`config.mk`:
```
export PLATFORM = sky130hd
export DESIGN_NAME = sgml_tag_scanner_top_flat
export DESIGN_NICKNAME = d
export VERILOG_FILES = /design/src/hdl/sts_pkg.sv /design/src/hdl/sts_stream_if.sv /design/src/hdl/sgml_tag_scanner_top.sv /design/src/hdl/sts_classify.sv /design/src/hdl/sts_next_state.sv /design/src/flat_wrapper.sv
export SDC_FILE = /design/constraint.sdc
export NUM_CORES = 1
export LEC_CHECK = 0
export ABC_CLOCK_PERIOD_IN_PS = 3600
export BUFFER_PORTS_ARGS = -buffer_cell sky130_fd_sc_hd__clkbuf_2
export CAP_MARGIN = 15
export CORE_UTILIZATION = 45
export CTS_BUF_LIST = sky130_fd_sc_hd__clkbuf_2 sky130_fd_sc_hd__clkbuf_4 sky130_fd_sc_hd__clkbuf_8
export CTS_CLUSTER_DIAMETER = 150
export DETAILED_ROUTE_END_ITERATION = 16
export PLACE_DENSITY = 0.66
export SETUP_SLACK_MARGIN = 0.15
export SLEW_MARGIN = 15
export SYNTH_ARGS = -nofsm -noshare
export SYNTH_HDL_FRONTEND = slang
export SYNTH_SLANG_ARGS = --single-unit
```
`constraint.sdc`:
```
create_clock -name i_clk -period 3.6 [get_ports i_clk]
set_clock_uncertainty 0.05 [all_clocks]
set_input_delay 0.18 -clock i_clk [delete_from_list [all_inputs] [get_ports i_clk]]
set_output_delay 0.18 -clock i_clk [all_outputs]
set_load 0.01 [all_outputs]
```
`src/hdl/sts_pkg.sv`:
```
// ----------------------------------------------------------------------------
// Tag scanner package
// State codes, event bits, status codes and character classes for the
// markup tag scanner.
// ----------------------------------------------------------------------------
`default_nettype none

package sts_pkg;

    localparam int unsigned CharWidth   = 21;
    localparam int unsigned EventWidth  = 19;
    localparam int unsigned StatusWidth = 2;

    typedef enum logic [5:0] {
        S_DEF = 6'd0, S_LT = 6'd1, S_ELEMENT = 6'd2, S_ELEMONLY = 6'd3,
        S_GT = 6'd4, S_EMPTYTAG = 6'd5, S_ATTS = 6'd6, S_NAME = 6'd7,
        S_VALUE = 6'd8, S_ATTS_OR_VALUE = 6'd9, S_INVALUE = 6'd10,
        S_SQ = 6'd11, S_DQ = 6'd12, S_INSQ = 6'd13, S_INDQ = 6'd14,
        S_ENDVALUE = 6'd15, S_MARKUP = 6'd16, S_UNKNOWN = 6'd17,
        S_SCRIPT = 6'd18, S_ENDSCRIPT = 6'd19,
        S_DT1 = 6'd20, S_DT2 = 6'd21, S_DT3 = 6'd22, S_DT4 = 6'd23,
        S_DT5 = 6'd24, S_DT6 = 6'd25, S_DT7 = 6'd26, S_DT8 = 6'd27,
        S_DT9 = 6'd28, S_DT10 = 6'd29,
        S_CD1 = 6'd30, S_CD2 = 6'd31, S_CD3 = 6'd32, S_CD4 = 6'd33,
        S_CD5 = 6'd34, S_CD6 = 6'd35, S_CD7 = 6'd36, S_CD8 = 6'd37,
        S_CD9 = 6'd38, S_H1 = 6'd39, S_H2 = 6'd40, S_H3 = 6'd41,
        S_ENDTAG = 6'd42
    } t_scan_state;

    typedef enum logic [1:0] {
        ST_NOTAG = 2'd0, ST_TAG = 2'd1, ST_END = 2'd2, ST_NEWTAG = 2'd3
    } t_status;

    localparam logic [18:0] EV_START_SCRIPT   = 19'h00001;
    localparam logic [18:0] EV_END_SCRIPT     = 19'h00002;
    localparam logic [18:0] EV_START_MARKUP   = 19'h00004;
    localparam logic [18:0] EV_END_MARKUP     = 19'h00008;
    localparam logic [18:0] EV_START_COMMENT  = 19'h00010;
    localparam logic [18:0] EV_END_COMMENT    = 19'h00020;
    localparam logic [18:0] EV_START_DOCTYPE  = 19'h00040;
    localparam logic [18:0] EV_END_DOCTYPE    = 19'h00080;
    localparam logic [18:0] EV_START_CDATA    = 19'h00100;
    localparam logic [18:0] EV_END_CDATA      = 19'h00200;
    localparam logic [18:0] EV_START_ELEM     = 19'h00400;
    localparam logic [18:0] EV_END_ELEM       = 19'h00800;
    localparam logic [18:0] EV_START_ATTNAME  = 19'h01000;
    localparam logic [18:0] EV_END_ATTNAME    = 19'h02000;
    localparam logic [18:0] EV_START_VALUE    = 19'h04000;
    localparam logic [18:0] EV_END_VALUE      = 19'h08000;
    localparam logic [18:0] EV_END_TAG        = 19'h10000;
    localparam logic [18:0] EV_EMPTY_TAG      = 19'h20000;
    localparam logic [18:0] EV_NO_MORE_ATTS   = 19'h40000;

    // Character classes decoded once per character.
    typedef struct packed {
        logic lt;
        logic gt;
        logic bang;
        logic quest;
        logic slash;
        logic eq;
        logic lsq;
        logic rsq;
        logic dash;
        logic squote;
        logic dquote;
        logic ws;
        logic ws4;
        logic alpha;
        logic alnum;
        logic punct;
        logic kw_match;
    } t_char_class;

    // Expected letter of the DOCTYPE or CDATA keyword for a keyword state.
    // In the markup state the expected letter is the 'D' that opens DOCTYPE.
    function automatic logic [20:0] keyword_letter(input logic [5:0] s);
        logic [20:0] l;
        unique case (s)
            S_MARKUP: l = 21'h44;
            S_DT1:   l = 21'h4F;
            S_DT2:   l = 21'h43;
            S_DT3:   l = 21'h54;
            S_DT4:   l = 21'h59;
            S_DT5:   l = 21'h50;
            S_DT6:   l = 21'h45;
            S_CD1:   l = 21'h43;
            S_CD2:   l = 21'h44;
            S_CD3:   l = 21'h41;
            S_CD4:   l = 21'h54;
            S_CD5:   l = 21'h41;
            default: l = 21'h1FFFFF;
        endcase
        return l;
    endfunction

endpackage

`default_nettype wire

```
`src/hdl/sts_stream_if.sv`:
```
// ----------------------------------------------------------------------------
// Valid/ready stream interface
// Carries one request with a payload of parameterised width.
// ----------------------------------------------------------------------------
`default_nettype none

interface sts_stream_if #(
    parameter int unsigned Width = 8
);
    logic             valid;
    logic             ready;
    logic [Width-1:0] data;

    modport source (output valid, output data, input ready);
    modport sink   (input valid, input data, output ready);
endinterface

`default_nettype wire

```
`src/hdl/sgml_tag_scanner_top.sv`:
```
// ----------------------------------------------------------------------------
// Markup tag scanner
// One character in, one status and event mask out per character.
//
// Usage: characters arrive on the input stream (21-bit code point) and one
// result per character leaves on the output stream: a 2-bit tag status and
// a 19-bit event mask. A request is accepted when valid and ready are high.
// The character is decoded against the scanner state in the same cycle as
// it is accepted and the result is registered. The scanner takes one
// character per clock while input ready is high. The output register has
// a skid stage behind it, so input ready stays high while one result waits
// and is withdrawn only when both are full. At reset the scanner returns to
// the outside-tag state and both output slots are emptied. While the receiver
// stalls, results are held in order and no character is lost.
// ----------------------------------------------------------------------------
`default_nettype none

module sgml_tag_scanner_top (
    input  wire logic i_clk,
    input  wire logic i_rst_n,
    sts_stream_if.sink   i_char,
    sts_stream_if.source o_result
);
    localparam int unsigned ResW = sts_pkg::StatusWidth + sts_pkg::EventWidth;

    logic [5:0]  r_state, n_state;
    logic [1:0]  status;
    logic [18:0] events;
    sts_pkg::t_char_class cls;

    logic            r_out_valid, r_skid_valid;
    logic [ResW-1:0] r_out_data, r_skid_data;
    logic            accept, take;

    sts_classify u_classify (
        .i_char  (i_char.data[sts_pkg::CharWidth-1:0]),
        .i_state (r_state),
        .o_class (cls)
    );

    sts_next_state u_next (
        .i_state  (r_state),
        .i_class  (cls),
        .o_next   (n_state),
        .o_status (status),
        .o_events (events)
    );

    assign i_char.ready   = !r_skid_valid;
    assign accept         = i_char.valid && i_char.ready;
    assign take           = o_result.valid && o_result.ready;
    assign o_result.valid = r_out_valid;
    assign o_result.data  = r_out_data;

    // Scanner state advances on every accepted character.
    always_ff @(posedge i_clk) begin
        if (!i_rst_n) r_state <= sts_pkg::S_DEF;
        else if (accept) r_state <= n_state;
    end

    // Output register with skid stage.
    always_ff @(posedge i_clk) begin
        if (!i_rst_n) begin
            r_out_valid  <= 1'b0;
            r_skid_valid <= 1'b0;
        end else begin
            if (!r_out_valid || take) begin
                if (r_skid_valid) begin
                    r_out_valid  <= 1'b1;
                    r_out_data   <= r_skid_data;
                    r_skid_valid <= 1'b0;
                end else begin
                    r_out_valid <= accept;
                    if (accept) r_out_data <= {status, events};
                end
            end else if (accept) begin
                r_skid_valid <= 1'b1;
                r_skid_data  <= {status, events};
            end
        end
    end

    // A waiting skid entry implies the output slot is full.
    a_skid_full: assert property (@(posedge i_clk) disable iff (!i_rst_n)
        r_skid_valid |-> r_out_valid) else $error("skid holds data, output empty");
    // State codes beyond the last state are never reached.
    a_state_range: assert property (@(posedge i_clk) disable iff (!i_rst_n)
        r_state <= sts_pkg::S_ENDTAG) else $error("scanner state out of range");
    // After an accepted character the output slot is always full next cycle.
    a_result: assert property (@(posedge i_clk) disable iff (!i_rst_n)
        accept |=> r_out_valid) else $error("accepted character lost");
endmodule

`default_nettype wire

```
`src/hdl/sts_classify.sv`:
```
// ----------------------------------------------------------------------------
// Character classifier
// Decodes one character into the classes used by the state transitions.
// ----------------------------------------------------------------------------
`default_nettype none

module sts_classify (
    input  wire logic [20:0]               i_char,
    input  wire logic [5:0]                i_state,
    output sts_pkg::t_char_class           o_class
);
    logic upper, lower, digit;

    // Plain comparisons on the character code.
    always_comb begin
        upper = (i_char >= 21'h41) && (i_char <= 21'h5A);
        lower = (i_char >= 21'h61) && (i_char <= 21'h7A);
        digit = (i_char >= 21'h30) && (i_char <= 21'h39);
        o_class.lt     = (i_char == 21'h3C);
        o_class.gt     = (i_char == 21'h3E);
        o_class.bang   = (i_char == 21'h21);
        o_class.quest  = (i_char == 21'h3F);
        o_class.slash  = (i_char == 21'h2F);
        o_class.eq     = (i_char == 21'h3D);
        o_class.lsq    = (i_char == 21'h5B);
        o_class.rsq    = (i_char == 21'h5D);
        o_class.dash   = (i_char == 21'h2D);
        o_class.squote = (i_char == 21'h27);
        o_class.dquote = (i_char == 21'h22);
        o_class.ws4    = (i_char == 21'h20) || (i_char == 21'h09) ||
                         (i_char == 21'h0A) || (i_char == 21'h0D);
        o_class.ws     = o_class.ws4 || (i_char == 21'hA0);
        o_class.alpha  = upper || lower || i_char[7];
        o_class.alnum  = o_class.alpha || digit;
        o_class.punct  = o_class.dash || (i_char == 21'h5F) ||
                         (i_char == 21'h3A) || (i_char == 21'h2E);
        o_class.kw_match = (i_char == sts_pkg::keyword_letter(i_state));
    end
endmodule

`default_nettype wire

```
`src/hdl/sts_next_state.sv`:
```
// ----------------------------------------------------------------------------
// Scanner transition logic
// Gives next state, tag status and events for one classified character.
// ----------------------------------------------------------------------------
`default_nettype none

module sts_next_state (
    input  wire logic [5:0]           i_state,
    input  wire sts_pkg::t_char_class i_class,
    output logic [5:0]                o_next,
    output logic [1:0]                o_status,
    output logic [18:0]               o_events
);
    sts_pkg::t_char_class c;
    logic [5:0] s;

    always_comb begin
        c = i_class;
        s = (i_state > sts_pkg::S_ENDTAG) ? sts_pkg::S_DEF : i_state;
        o_next   = s;
        o_events = '0;
        o_status = sts_pkg::ST_TAG;
        unique case (s)
            sts_pkg::S_DEF: begin
                if (c.lt) begin
                    o_next = sts_pkg::S_LT; o_events = sts_pkg::EV_START_MARKUP;
                end else o_status = sts_pkg::ST_NOTAG;
            end
            sts_pkg::S_LT: begin
                priority if (c.gt) begin
                    o_next = sts_pkg::S_DEF; o_status = sts_pkg::ST_NOTAG;
                end else if (c.bang) o_next = sts_pkg::S_MARKUP;
                else if (c.quest) begin
                    o_next = sts_pkg::S_SCRIPT; o_events = sts_pkg::EV_START_SCRIPT;
                end else if (c.slash) begin
                    o_next = sts_pkg::S_ENDTAG; o_events = sts_pkg::EV_END_TAG;
                end else if (c.ws) begin
                end else if (c.alpha) begin
                    o_next = sts_pkg::S_ELEMENT; o_events = sts_pkg::EV_START_ELEM;
                end else begin
                    o_next = sts_pkg::S_DEF; o_status = sts_pkg::ST_NOTAG;
                end
            end
            sts_pkg::S_ELEMENT, sts_pkg::S_ELEMONLY: begin
                priority if (c.lt) begin
                    o_next = sts_pkg::S_LT; o_status = sts_pkg::ST_NEWTAG;
                    o_events = sts_pkg::EV_END_ELEM | sts_pkg::EV_NO_MORE_ATTS |
                               sts_pkg::EV_START_MARKUP;
                end else if (c.gt) begin
                    o_next = sts_pkg::S_DEF; o_status = sts_pkg::ST_END;
                    o_events = sts_pkg::EV_END_ELEM | sts_pkg::EV_NO_MORE_ATTS;
                end else if (c.punct) begin
                end else if (c.ws) begin
                    o_next = (s == sts_pkg::S_ELEMENT) ? sts_pkg::S_ATTS : sts_pkg::S_GT;
                    o_events = sts_pkg::EV_END_ELEM;
                end else if (c.slash && s == sts_pkg::S_ELEMENT) begin
                    o_next = sts_pkg::S_EMPTYTAG;
                    o_events = sts_pkg::EV_END_ELEM | sts_pkg::EV_EMPTY_TAG |
                               sts_pkg::EV_NO_MORE_ATTS;
                end else if (c.alnum) begin
                end else begin
                    o_next = sts_pkg::S_DEF; o_status = sts_pkg::ST_NOTAG;
                end
            end
            sts_pkg::S_GT, sts_pkg::S_EMPTYTAG: begin
                priority if (c.lt) begin
                    o_next = sts_pkg::S_LT; o_status = sts_pkg::ST_NEWTAG;
                    o_events = sts_pkg::EV_START_MARKUP |
                        ((s == sts_pkg::S_GT) ? sts_pkg::EV_NO_MORE_ATTS : '0);
                end else if (c.gt) begin
                    o_next = sts_pkg::S_DEF; o_status = sts_pkg::ST_END;
                    o_events = (s == sts_pkg::S_GT) ? sts_pkg::EV_NO_MORE_ATTS : '0;
                end else if (c.ws) begin
                end else begin
                    o_next = sts_pkg::S_DEF; o_status = sts_pkg::ST_NOTAG;
                end
            end
            sts_pkg::S_ATTS, sts_pkg::S_ENDTAG: begin
                priority if (c.lt) begin
                    o_next = sts_pkg::S_LT; o_status = sts_pkg::ST_NEWTAG;
                    o_events = sts_pkg::EV_NO_MORE_ATTS | sts_pkg::EV_START_MARKUP;
                end else if (c.gt) begin
                    o_next = sts_pkg::S_DEF; o_status = sts_pkg::ST_END;
                    o_events = sts_pkg::EV_NO_MORE_ATTS;
                end else if (c.ws) begin
                end else if (c.slash && s == sts_pkg::S_ATTS) begin
                    o_next = sts_pkg::S_EMPTYTAG;
                    o_events = sts_pkg::EV_EMPTY_TAG | sts_pkg::EV_NO_MORE_ATTS;
                end else if (c.alpha) begin
                    o_next = (s == sts_pkg::S_ATTS) ? sts_pkg::S_NAME : sts_pkg::S_ELEMONLY;
                    o_events = (s == sts_pkg::S_ATTS) ? sts_pkg::EV_START_ATTNAME
                                                      : sts_pkg::EV_START_ELEM;
                end else begin
                    o_next = sts_pkg::S_DEF; o_status = sts_pkg::ST_NOTAG;
                end
            end
            sts_pkg::S_NAME: begin
                priority if (c.lt) begin
                    o_next = sts_pkg::S_LT; o_status = sts_pkg::ST_NEWTAG;
                    o_events = sts_pkg::EV_END_ATTNAME | sts_pkg::EV_NO_MORE_ATTS |
                               sts_pkg::EV_START_MARKUP;
                end else if (c.gt) begin
                    o_next = sts_pkg::S_DEF; o_status = sts_pkg::ST_END;
                    o_events = sts_pkg::EV_END_ATTNAME | sts_pkg::EV_NO_MORE_ATTS;
                end else if (c.punct) begin
                end else if (c.ws) begin
                    o_next = sts_pkg::S_ATTS_OR_VALUE; o_events = sts_pkg::EV_END_ATTNAME;
                end else if (c.slash) begin
                    o_next = sts_pkg::S_EMPTYTAG;
                    o_events = sts_pkg::EV_END_ATTNAME | sts_pkg::EV_EMPTY_TAG;
                end else if (c.eq) begin
                    o_next = sts_pkg::S_VALUE; o_events = sts_pkg::EV_END_ATTNAME;
                end else if (c.alnum) begin
                end else begin
                    o_next = sts_pkg::S_DEF; o_status = sts_pkg::ST_NOTAG;
                end
            end
            sts_pkg::S_VALUE: begin
                priority if (c.gt || c.slash || c.eq) begin
                    o_next = sts_pkg::S_DEF; o_status = sts_pkg::ST_NOTAG;
                end else if (c.ws) begin
                end else if (c.squote) o_next = sts_pkg::S_SQ;
                else if (c.dquote) o_next = sts_pkg::S_DQ;
                else if (c.alnum) begin
                    o_next = sts_pkg::S_INVALUE; o_events = sts_pkg::EV_START_VALUE;
                end else begin
                    o_next = sts_pkg::S_DEF; o_status = sts_pkg::ST_NOTAG;
                end
            end
            sts_pkg::S_ATTS_OR_VALUE: begin
                priority if (c.lt) begin
                    o_next = sts_pkg::S_LT; o_status = sts_pkg::ST_NEWTAG;
                    o_events = sts_pkg::EV_NO_MORE_ATTS | sts_pkg::EV_START_MARKUP;
                end else if (c.gt) begin
                    o_next = sts_pkg::S_DEF; o_status = sts_pkg::ST_END;
                    o_events = sts_pkg::EV_NO_MORE_ATTS;
                end else if (c.punct) begin
                    o_next = sts_pkg::S_DEF; o_status = sts_pkg::ST_NOTAG;
                end else if (c.ws) begin
                end else if (c.slash) begin
                    o_next = sts_pkg::S_EMPTYTAG;
                    o_events = sts_pkg::EV_EMPTY_TAG | sts_pkg::EV_NO_MORE_ATTS;
                end else if (c.eq) o_next = sts_pkg::S_VALUE;
                else if (c.alpha) begin
                    o_next = sts_pkg::S_NAME; o_events = sts_pkg::EV_START_ATTNAME;
                end else begin
                    o_next = sts_pkg::S_DEF; o_status = sts_pkg::ST_NOTAG;
                end
            end
            sts_pkg::S_INVALUE: begin
                priority if (c.lt) begin
                    o_next = sts_pkg::S_LT; o_status = sts_pkg::ST_NEWTAG;
                    o_events = sts_pkg::EV_END_VALUE | sts_pkg::EV_NO_MORE_ATTS |
                               sts_pkg::EV_START_MARKUP;
                end else if (c.gt) begin
                    o_next = sts_pkg::S_DEF; o_status = sts_pkg::ST_END;
                    o_events = sts_pkg::EV_END_VALUE | sts_pkg::EV_NO_MORE_ATTS;
                end else if (c.ws) begin
                    o_next = sts_pkg::S_ATTS; o_events = sts_pkg::EV_END_VALUE;
                end else if (c.alnum) begin
                end else begin
                    o_next = sts_pkg::S_DEF; o_status = sts_pkg::ST_NOTAG;
                end
            end
            sts_pkg::S_SQ, sts_pkg::S_DQ: begin
                if ((s == sts_pkg::S_SQ) ? c.squote : c.dquote) begin
                    o_next = sts_pkg::S_ENDVALUE;
                    o_events = sts_pkg::EV_START_VALUE | sts_pkg::EV_END_VALUE;
                end else begin
                    o_next = (s == sts_pkg::S_SQ) ? sts_pkg::S_INSQ : sts_pkg::S_INDQ;
                    o_events = sts_pkg::EV_START_VALUE;
                end
            end
            sts_pkg::S_INSQ, sts_pkg::S_INDQ: begin
                if ((s == sts_pkg::S_INSQ) ? c.squote : c.dquote) begin
                    o_next = sts_pkg::S_ENDVALUE; o_events = sts_pkg::EV_END_VALUE;
                end
            end
            sts_pkg::S_ENDVALUE: begin
                priority if (c.lt) begin
                    o_next = sts_pkg::S_LT; o_status = sts_pkg::ST_NEWTAG;
                    o_events = sts_pkg::EV_NO_MORE_ATTS | sts_pkg::EV_START_MARKUP;
                end else if (c.gt) begin
                    o_next = sts_pkg::S_DEF; o_status = sts_pkg::ST_END;
                    o_events = sts_pkg::EV_NO_MORE_ATTS;
                end else if (c.ws) o_next = sts_pkg::S_ATTS;
                else if (c.slash) begin
                    o_next = sts_pkg::S_EMPTYTAG;
                    o_events = sts_pkg::EV_EMPTY_TAG | sts_pkg::EV_NO_MORE_ATTS;
                end else begin
                    o_next = sts_pkg::S_DEF; o_status = sts_pkg::ST_NOTAG;
                end
            end
            sts_pkg::S_MARKUP, sts_pkg::S_UNKNOWN: begin
                priority if (c.lt) begin
                    o_next = sts_pkg::S_LT; o_status = sts_pkg::ST_NEWTAG;
                    o_events = sts_pkg::EV_END_MARKUP | sts_pkg::EV_START_MARKUP;
                end else if (c.gt) begin
                    o_next = sts_pkg::S_DEF; o_status = sts_pkg::ST_END;
                    o_events = sts_pkg::EV_END_MARKUP;
                end else if (s == sts_pkg::S_UNKNOWN) begin
                end else if (c.dash) o_next = sts_pkg::S_H1;
                else if (c.lsq) o_next = sts_pkg::S_CD1;
                else if (c.kw_match) o_next = sts_pkg::S_DT1;
                else o_next = sts_pkg::S_UNKNOWN;
            end
            sts_pkg::S_SCRIPT: begin
                priority if (c.lt) begin
                    o_next = sts_pkg::S_LT; o_status = sts_pkg::ST_NEWTAG;
                    o_events = sts_pkg::EV_END_SCRIPT | sts_pkg::EV_START_MARKUP;
                end else if (c.gt) begin
                    o_next = sts_pkg::S_DEF; o_status = sts_pkg::ST_END;
                    o_events = sts_pkg::EV_END_SCRIPT;
                end else if (c.quest) o_next = sts_pkg::S_ENDSCRIPT;
                else begin
                end
            end
            sts_pkg::S_ENDSCRIPT: begin
                if (c.gt) begin
                    o_next = sts_pkg::S_DEF; o_status = sts_pkg::ST_END;
                    o_events = sts_pkg::EV_END_SCRIPT;
                end else if (!c.quest) o_next = sts_pkg::S_SCRIPT;
            end
            sts_pkg::S_DT7, sts_pkg::S_DT8, sts_pkg::S_DT10: begin
                priority if (c.lt) begin
                    o_next = sts_pkg::S_LT; o_status = sts_pkg::ST_NEWTAG;
                    o_events = sts_pkg::EV_START_MARKUP;
                end else if (c.gt) begin
                    o_next = sts_pkg::S_DEF; o_status = sts_pkg::ST_END;
                    o_events = sts_pkg::EV_END_DOCTYPE;
                end else if (s == sts_pkg::S_DT8) begin
                    if (c.lsq) o_next = sts_pkg::S_DT9;
                end else if (c.ws4) begin
                    if (s == sts_pkg::S_DT7) begin
                        o_next = sts_pkg::S_DT8; o_events = sts_pkg::EV_START_DOCTYPE;
                    end
                end else begin
                    o_next = (s == sts_pkg::S_DT7) ? sts_pkg::S_UNKNOWN : sts_pkg::S_MARKUP;
                end
            end
            sts_pkg::S_DT9: begin
                if (c.rsq) o_next = sts_pkg::S_DT10;
            end
            sts_pkg::S_CD6: begin
                priority if (c.lt) begin
                    o_next = sts_pkg::S_LT; o_status = sts_pkg::ST_NEWTAG;
                    o_events = sts_pkg::EV_START_MARKUP;
                end else if (c.gt) begin
                    o_next = sts_pkg::S_DEF; o_status = sts_pkg::ST_END;
                end else if (c.lsq) begin
                    o_next = sts_pkg::S_CD7; o_events = sts_pkg::EV_START_CDATA;
                end else o_next = sts_pkg::S_MARKUP;
            end
            sts_pkg::S_CD7: begin
                if (c.rsq) o_next = sts_pkg::S_CD8;
            end
            sts_pkg::S_CD8: begin
                o_next = c.rsq ? sts_pkg::S_CD9 : sts_pkg::S_CD7;
            end
            sts_pkg::S_CD9: begin
                if (c.gt) begin
                    o_next = sts_pkg::S_DEF; o_status = sts_pkg::ST_END;
                    o_events = sts_pkg::EV_END_CDATA;
                end else if (!c.rsq) o_next = sts_pkg::S_CD7;
            end
            sts_pkg::S_H1: begin
                priority if (c.lt) begin
                    o_next = sts_pkg::S_LT; o_status = sts_pkg::ST_NOTAG;
                    o_events = sts_pkg::EV_START_MARKUP;
                end else if (c.gt) begin
                    o_next = sts_pkg::S_DEF; o_status = sts_pkg::ST_NOTAG;
                end else if (c.dash) begin
                    o_next = sts_pkg::S_H2; o_events = sts_pkg::EV_START_COMMENT;
                end else o_next = sts_pkg::S_UNKNOWN;
            end
            sts_pkg::S_H2: begin
                if (c.dash) o_next = sts_pkg::S_H3;
            end
            sts_pkg::S_H3: begin
                if (c.dash) begin
                    o_next = sts_pkg::S_MARKUP; o_events = sts_pkg::EV_END_COMMENT;
                end else o_next = sts_pkg::S_H2;
            end
            default: begin
                // Keyword letters of DOCTYPE and CDATA.
                priority if (c.lt) begin
                    o_next = sts_pkg::S_LT; o_status = sts_pkg::ST_NEWTAG;
                    o_events = sts_pkg::EV_START_MARKUP;
                end else if (c.gt) begin
                    o_next = sts_pkg::S_DEF; o_status = sts_pkg::ST_END;
                end else if (c.kw_match) o_next = s + 6'd1;
                else o_next = sts_pkg::S_MARKUP;
            end
        endcase
    end
endmodule

`default_nettype wire

```
`src/flat_wrapper.sv`:
```
// flat-port wrapper written by rule: the top's interface ports become plain ports
module sgml_tag_scanner_top_flat 
  (i_clk, i_rst_n, i_char_valid, i_char_data, i_char_ready, o_result_valid, o_result_data, o_result_ready);
  sts_stream_if #(.Width(sts_pkg::CharWidth)) i_char_i ();
  sts_stream_if #(.Width(sts_pkg::StatusWidth + sts_pkg::EventWidth)) o_result_i ();
  input  wire logic i_clk;
  input  wire logic i_rst_n;
  input wire logic [$bits(i_char_i.valid)-1:0] i_char_valid;
  input wire logic [$bits(i_char_i.data)-1:0] i_char_data;
  output wire logic [$bits(i_char_i.ready)-1:0] i_char_ready;
  output wire logic [$bits(o_result_i.valid)-1:0] o_result_valid;
  output wire logic [$bits(o_result_i.data)-1:0] o_result_data;
  input wire logic [$bits(o_result_i.ready)-1:0] o_result_ready;
  assign i_char_i.valid = i_char_valid;
  assign i_char_i.data = i_char_data;
  assign i_char_ready = i_char_i.ready;
  assign o_result_valid = o_result_i.valid;
  assign o_result_data = o_result_i.data;
  assign o_result_i.ready = o_result_ready;
  sgml_tag_scanner_top u_core (.i_clk(i_clk), .i_rst_n(i_rst_n), .i_char(i_char_i), .o_result(o_result_i));
endmodule
```
==> flow_summary.toml, run 1 <==
[run_status]
status = "complete, no violations"

[floorplan]
start_util_pct = 46.5
core_um2 = 10900
fp.dieH_um = 108
io_pins = 48
fp.dieW_um = 108
rows = 38
die_area_um2 = 11700

[critical_path]
startpoint = "u_core.r_state[5]$_SDFFE_PN0P_"
slowest_delay_ns = 0.38
worst-path-max-fanout = 7
crit_type = "flip-flop to flip-flop"
critPathRequiredTime_ns = 3.82
r2r-start = "u_core.r_state[5]$_SDFFE_PN0P_"
crit_buf_inv = 4
start_kind = "flip-flop"
path_delay_family = "simple AND/OR/NAND/NOR gates"
crit_chain = "nand2_2, o211ai_4, inv_2, buf_4, ha_4, buf_4, and3_1, nor4_4, nand4_1, nor3b_4, buf_4, a211oi_2, o311a_1, a31oi_1, o221a_2"
cp_data_arrival_time_ns = 3.61
end_kind = "flip-flop"
cpMaxStageDelayCell = "dfxtp_2"
cpMostUsedCell = "buf_4"

[synthesis]
yosys_warnings = 0
syn_area_um2 = 5070
yosys.area.top_type = "edfxtp_1"
yosys_most_used_dff = "edfxtp_1"
synth_commonest_cells = "75 x nand2_1, 53 x nor2_1, 49 x a21oi_1, 43 x o21ai_0, 42 x edfxtp_1"
synth_area_leaders = "edfxtp_1 25%, nand2_1 5.6%, a21oi_1 4.8%"
syn_avg_cell_area_um2 = 7.77
synth_top_area_share_pct = 24.9
async_flop_share_pct = 0
synth_enable_flop_cells = 42
synth-seq-cells = 50
yosysMostFrequentCell = "nand2_1"
synth_nets = 681
syn_inst = 652
ys_types = 85
seq_area_frac_synth_pct = 28.0

[final_layout]
diodes = 0
final_nets = 762
drive_gt1_share_pct = 27.1
fin_area_um2 = 6120
area_growth_pct = 20.8
fillers = 1015

[place]
port_buffers = 47
gp_routability_congestion = 1.06
dp.final_hpwl_um = 17200
placed_area_um2 = 5870

[grt]
grt_max_degree = 30
grt_pass1_wl_um = 34200
grt-ovfl-total = 0
grt_util_all_layers_pct = 39.2
antenna_found_initial = 0
grt_pass1_vias = 5820

[sta]
period_minus_slack_ns = 3.38
worstMarginPinSlew_ns = 0.960
hold_viol_final = 0
fin_tns_setup_ns = 0
hold_slack_ns = 0.103
period_share_pct = 93.9
rsz0062_at_grt = "false"
fmax_mhz = 296
finalSetupViolCount = 0
finalMaxSlewViolations = 0
slew-limit-headroom_pct = 36.0

[clock_network]
path_clk_slew_ns = 0.11
cts.path.max_buffers = 2
clockRootBuffer = "clkbuf_8"
cts-htree-levels = 2
cts-buffers-inserted = 5
cts_tree = "yes"
cts.sinks = 50
clk_latency_ns = 0.32

[route]
wirelength_um = 22300
vias = 6097
vias_per_cell = 6.98
drtAntennaViolNets = 0
wl_per_cell_um = 25.5
dr.pass1.iters = 6
drtIter0Drc = 1058
route.detailed.drc = 0

[power]
p_leak_uw = 0.00226
design_power_total_uw = 3000
power_density_nw_per_um2 = 491
peakVddDrop_v = 0.000354

[flow_run]
drv_cap = 0

[min_path]
hold_class = "primary input to flip-flop"
hold_start = "i_char_valid"
-- state kept, by name, indices dropped and copies added (netlist names) --
register	cells
u_core.o_result.data	21
u_core.o_result.valid	1
u_core.r_state	6
u_core.r_skid_valid	1
u_core.r_skid_data	21
-- power breakdown --
group | switching, µW | internal, µW
Clock | 209 | 209
Combinational | 1140 | 748
Sequential | 29.4 | 674
-- per-stage QoR --
step / utilization, % / setup WS [ns] / instances
3_3_place_gp: 53.9 / 0.155 / 860
5_1_grt: 56.2 / 0.134 / 874
3_5_place_dp: 53.9 / 0.104 / 860
6_report: 56.2 / 0.219 / 874
2_1_floorplan: - / 0.160 / 652
4_1_cts: 55.1 / 0.158 / 869
-- path summary, 6_finish.rpt --
kind	slack, ns	end	depth (start not counted)
worst max-delay path	0.22	u_core.r_state[0]$_SDFFE_PN0P_	15
worst max register to register	0.22	u_core.r_state[0]$_SDFFE_PN0P_	15
worst min register to register	0.44	u_core.r_skid_valid$_SDFFE_PP0P_	1
worst min-delay path	0.10	u_core.o_result.valid$_SDFFE_PN0P_	2
-- worst register-to-register path: stages (launching register included) --
cell	delay (ns)
dfxtp_2	0.38
nand2_2	0.10
o211ai_4	0.24
inv_2	0.09
buf_4	0.17
ha_4	0.16
buf_4	0.16
and3_1	0.22
nor4_4	0.34
nand4_1	0.26
nor3b_4	0.31
buf_4	0.20
a211oi_2	0.06
o311a_1	0.17
a31oi_1	0.20
o221a_2	0.23
-- per-layer routing --
layer | GRT usage [%] | routed length [µm] | up-vias
met2 | 61.2 | 9910 | 458
met4 | 20.8 | 1420 | 0
li1 | - | - | 2681
met3 | 9.10 | 2370 | 117
met1 | 50.0 | 8610 | 2841
met5 | 0 | 0 | -
-- what timing repair did --
item,CTS,global route
cloned,0,0
gates resized for setup,2,19
hold buffers,1,0
endpoints found under the hold margin,1,0
endpoints found under the setup margin,2,8
setup buffers,0,5
pin swaps,1,6
-- layout by cell type (no fill, tap or decap), types with 5 or more instances in the layout --
master	instances
nand3_1	38
a21oi_1	47
nand4_1	14
and2_1	7
nor2_1	51
nor2b_1	13
a22oi_1	5
nor4_1	9
clkbuf_8	5
o211ai_1	10
clkbuf_2	47
nor3_1	17
nand2_1	72
mux2_2	13
nand3b_1	5
a21o_1	6
o21ai_0	43
inv_1	9
or3_1	9
buf_4	80
a31oi_1	12
a211oi_1	6
edfxtp_1	42
nand2b_1	6
and3_1	14
o31ai_1	12
-- layout make-up --
cell class	instances	area [µm²]	area share, %
Timing Repair Buffer	129	866	14.1
Sequential cell	50	1430	23.3
Tap cell	140	175	2.86
Inverter	11	41.3	0.674
Clock inverter	3	43.8	0.715
Clock buffer	5	68.8	1.12
Multi-Input combinational cell	536	3500	57.2
-- kinds of logic after synthesis --
logic type | synth area share (%)
and+or+nand+nor | 33.9
AOI/OAI and AO/OA | 27.3
buffers and inverters | 5.51
DFF | 28.0
muxes | 3.28
xor gates and xnor gates | 1.04
adders and majority gates | 0.988
Note: power is estimated with default switching activity, not from simulation.
==> run 2: changes to the inputs <==
--- a/config.mk
+++ b/config.mk
@@ -6,7 +6,7 @@
 export NUM_CORES = 1
 export LEC_CHECK = 0
 export ABC_CLOCK_PERIOD_IN_PS = 3600
-export BUFFER_PORTS_ARGS = -buffer_cell sky130_fd_sc_hd__clkbuf_2
+export BUFFER_PORTS_ARGS = -buffer_cell sky130_fd_sc_hd__buf_2
 export CAP_MARGIN = 15
 export CORE_UTILIZATION = 45
 export CTS_BUF_LIST = sky130_fd_sc_hd__clkbuf_2 sky130_fd_sc_hd__clkbuf_4 sky130_fd_sc_hd__clkbuf_8
@@ -17,4 +17,5 @@
 export SLEW_MARGIN = 15
 export SYNTH_ARGS = -nofsm -noshare
 export SYNTH_HDL_FRONTEND = slang
+export SYNTH_HIERARCHICAL = 1
 export SYNTH_SLANG_ARGS = --single-unit
==> run 2 against run 1 <==
Effect of this change:
- worst hold slack got worse by 0.071 ns
- power fell by 40%
- critical path depth did not move
- cell count rose by 1.7%
- routed wire length fell by 4.3%
- sequential cell count did not move
- setup slack got worse by 0.070 ns
- maximum frequency fell by 2.0%
- die area rose by 3.1%
- area after synthesis rose by 3.2%
- register-to-register slack got worse by 0.07 ns
- combinational power fell by 59%
- largest power group unchanged
- highest routed layer unchanged
==> flow_summary.toml, run 2 <==
[sta]
hold_slack_ns = 0.0319
finalMaxSlewViolations = 0
fmax_mhz = 290
rsz0062_at_grt = "true"
period_minus_slack_ns = 3.45
period_share_pct = 95.9
finalSetupViolCount = 0
hold_viol_final = 0
worstMarginPinSlew_ns = 0.983
slew-limit-headroom_pct = 34.5
fin_ws_ns = 0.149
fin_tns_setup_ns = 0

[floorplan]
start_util_pct = 46.0
fp.dieW_um = 110
fp.dieH_um = 110
io_pins = 48
rows = 39
core_um2 = 11400
die_area_um2 = 12100

[synthesis]
synth_enable_flop_cells = 42
synth_commonest_cells = "69 x nand2_1, 54 x nor2_1, 44 x a21oi_1, 42 x edfxtp_1, 38 x o21ai_0"
syn_inst = 637
synth_top_area_share_pct = 24.1
synth_area_leaders = "edfxtp_1 24%, mux2_4 5.2%, nand2_1 5.0%"
syn_area_um2 = 5230
synth_nets = 666
yosys_most_used_dff = "edfxtp_1"
yosysMostFrequentCell = "nand2_1"
seq_area_frac_synth_pct = 27.2
syn_avg_cell_area_um2 = 8.21
yosys_warnings = 6
async_flop_share_pct = 0
synth-seq-cells = 50
ys_types = 94
yosys.area.top_type = "edfxtp_1"

[critical_path]
crit_chain = "or3b_4, o21a_1, o221ai_2, a22o_1, or4_4, a221oi_4, nor2_1, nor3_1, nor2_1, o221ai_2, o2111ai_2, a2111oi_4, a41oi_2, nand2_1, mux2i_1"
cpMaxStageDelayCell = "or4_4"
worst-path-max-fanout = 5
end_kind = "flip-flop"
cp_data_arrival_time_ns = 3.62
critPathRequiredTime_ns = 3.77
start_kind = "flip-flop"
crit_buf_inv = 0
crit_type = "flip-flop to flip-flop"
slowest_delay_ns = 0.45
path_delay_family = "compound AO/OA/AOI/OAI gates"

[route]
drtIter0Drc = 733
wl_per_cell_um = 24.0
drtAntennaViolNets = 0
wirelength_um = 21400
vias = 5970
vias_per_cell = 6.72
dr.pass1.iters = 6
route.detailed.drc = 0

[place]
port_buffers = 47
gp_routability_congestion = 1.06
dp.final_hpwl_um = 16500
placedCellCount = 879
pre_cts_slack_ns = -0.262

[power]
peakVddDrop_v = 0.000215
design_power_total_uw = 1810
p_leak_uw = 0.00240
power_density_nw_per_um2 = 284

[grt]
antenna_found_initial = 0
grt_pass1_vias = 5498
grt_pass1_wl_um = 32100
grt_max_degree = 29
grt-ovfl-total = 0
grt_util_all_layers_pct = 36.5

[final_layout]
final_nets = 774
final_common_cell = "buf_4"
area_growth_pct = 22.1
diodes = 0
final_cell_mix = "105 x buf_4, 69 x nand2_1, 52 x nor2_1"
finalNonFillerCells = 889
drive_gt1_share_pct = 32.7

[flow_run]
drv_cap = 0

[clock_network]
cts_tree = "yes"
cts-buffers-inserted = 5
clockRootBuffer = "clkbuf_8"
cts-htree-levels = 2
path_clk_slew_ns = 0.11
cts.sinks = 50
cts.path.max_buffers = 2
clk_latency_ns = 0.34

[min_path]
hold_class = "primary input to flip-flop"

[run_status]
status = "complete, no violations"
[run 2: per-stage QoR]
step	util, %	instance area (µm²)
final	56.2	6390
after floorplan	-	5240
after CTS	55.7	6330
after detailed placement	54.1	6150
after global placement	54.1	6150
after global routing	56.2	6390
[run 2: worst reg2reg max path: stages, from the launching register on]
cell and delay (ns):
dfxtp_4 0.38, or3b_4 0.25, o21a_1 0.14, o221ai_2 0.11, a22o_1 0.29, or4_4 0.45, a221oi_4 0.35, nor2_1 0.10
nor3_1 0.15, nor2_1 0.08, o221ai_2 0.19, o2111ai_2 0.21, a2111oi_4 0.24, a41oi_2 0.18, nand2_1 0.10, mux2i_1 0.07
[run 2: report_power, final]
| part | switching [µW] | total, µW | leakage (µW) | internal [µW] |
|---|---|---|---|---|
| Sequential | 19.6 | 672 | 0.000470 | 652 |
| Clock | 222 | 362 | 0.0000408 | 139 |
| Combinational | 474 | 779 | 0.00189 | 305 |
[run 2: kinds of logic (layout without fill, tap and decap cells)]
family	after synthesis	in the layout	share of synthesized area (%)
compound gates	197	197	26.9
flops	50	50	27.2
fa+ha+maj	4	4	0.957
mux	29	29	7.34
simple gates	275	275	29.0
xor+xnor	5	5	0.837
buf+inv	77	186	7.75
[run 2: path summary, 6_finish.rpt]
path,startpoint,to,slack (ns),cells after the start
worst min-delay path,i_char_valid,u_core/o_result.valid$_SDFFE_PN0P_,0.03,2
worst max-delay path,u_core/r_state[5]$_SDFFE_PN0P_,u_core/r_state[0]$_SDFFE_PN0P_,0.15,15
worst max register to register,u_core/r_state[5]$_SDFFE_PN0P_,u_core/r_state[0]$_SDFFE_PN0P_,0.15,15
worst min register to register,u_core/o_result.valid$_SDFFE_PN0P_,u_core/r_skid_valid$_SDFFE_PP0P_,0.44,1
[run 2: final cells by class]
cell class                 instances  area [µm²]
timing repair buffer             155        1070
fill                            1049        4980
multi-input combinational        510        3520
clock inverter                     3        23.8
sequential                        50        1430
clock buffer                       5        68.8
inverter                          23        86.3
tap                              143         179
[run 2: metal layers]
metal	share of wire [%]	track usage, %
met5	0	0
met4	5.9	20.5
met3	8.7	6.52
met2	45	57.3
met1	40	47.1
[run 2: repair_timing]
item                                   CTS  global route
resized for setup                       19            11
endpoints found under the hold margin    1             0
buffers inserted                         0             1
setup endpoints to repair                5             9
pin swaps                                6             9
hold buffers                             1             0
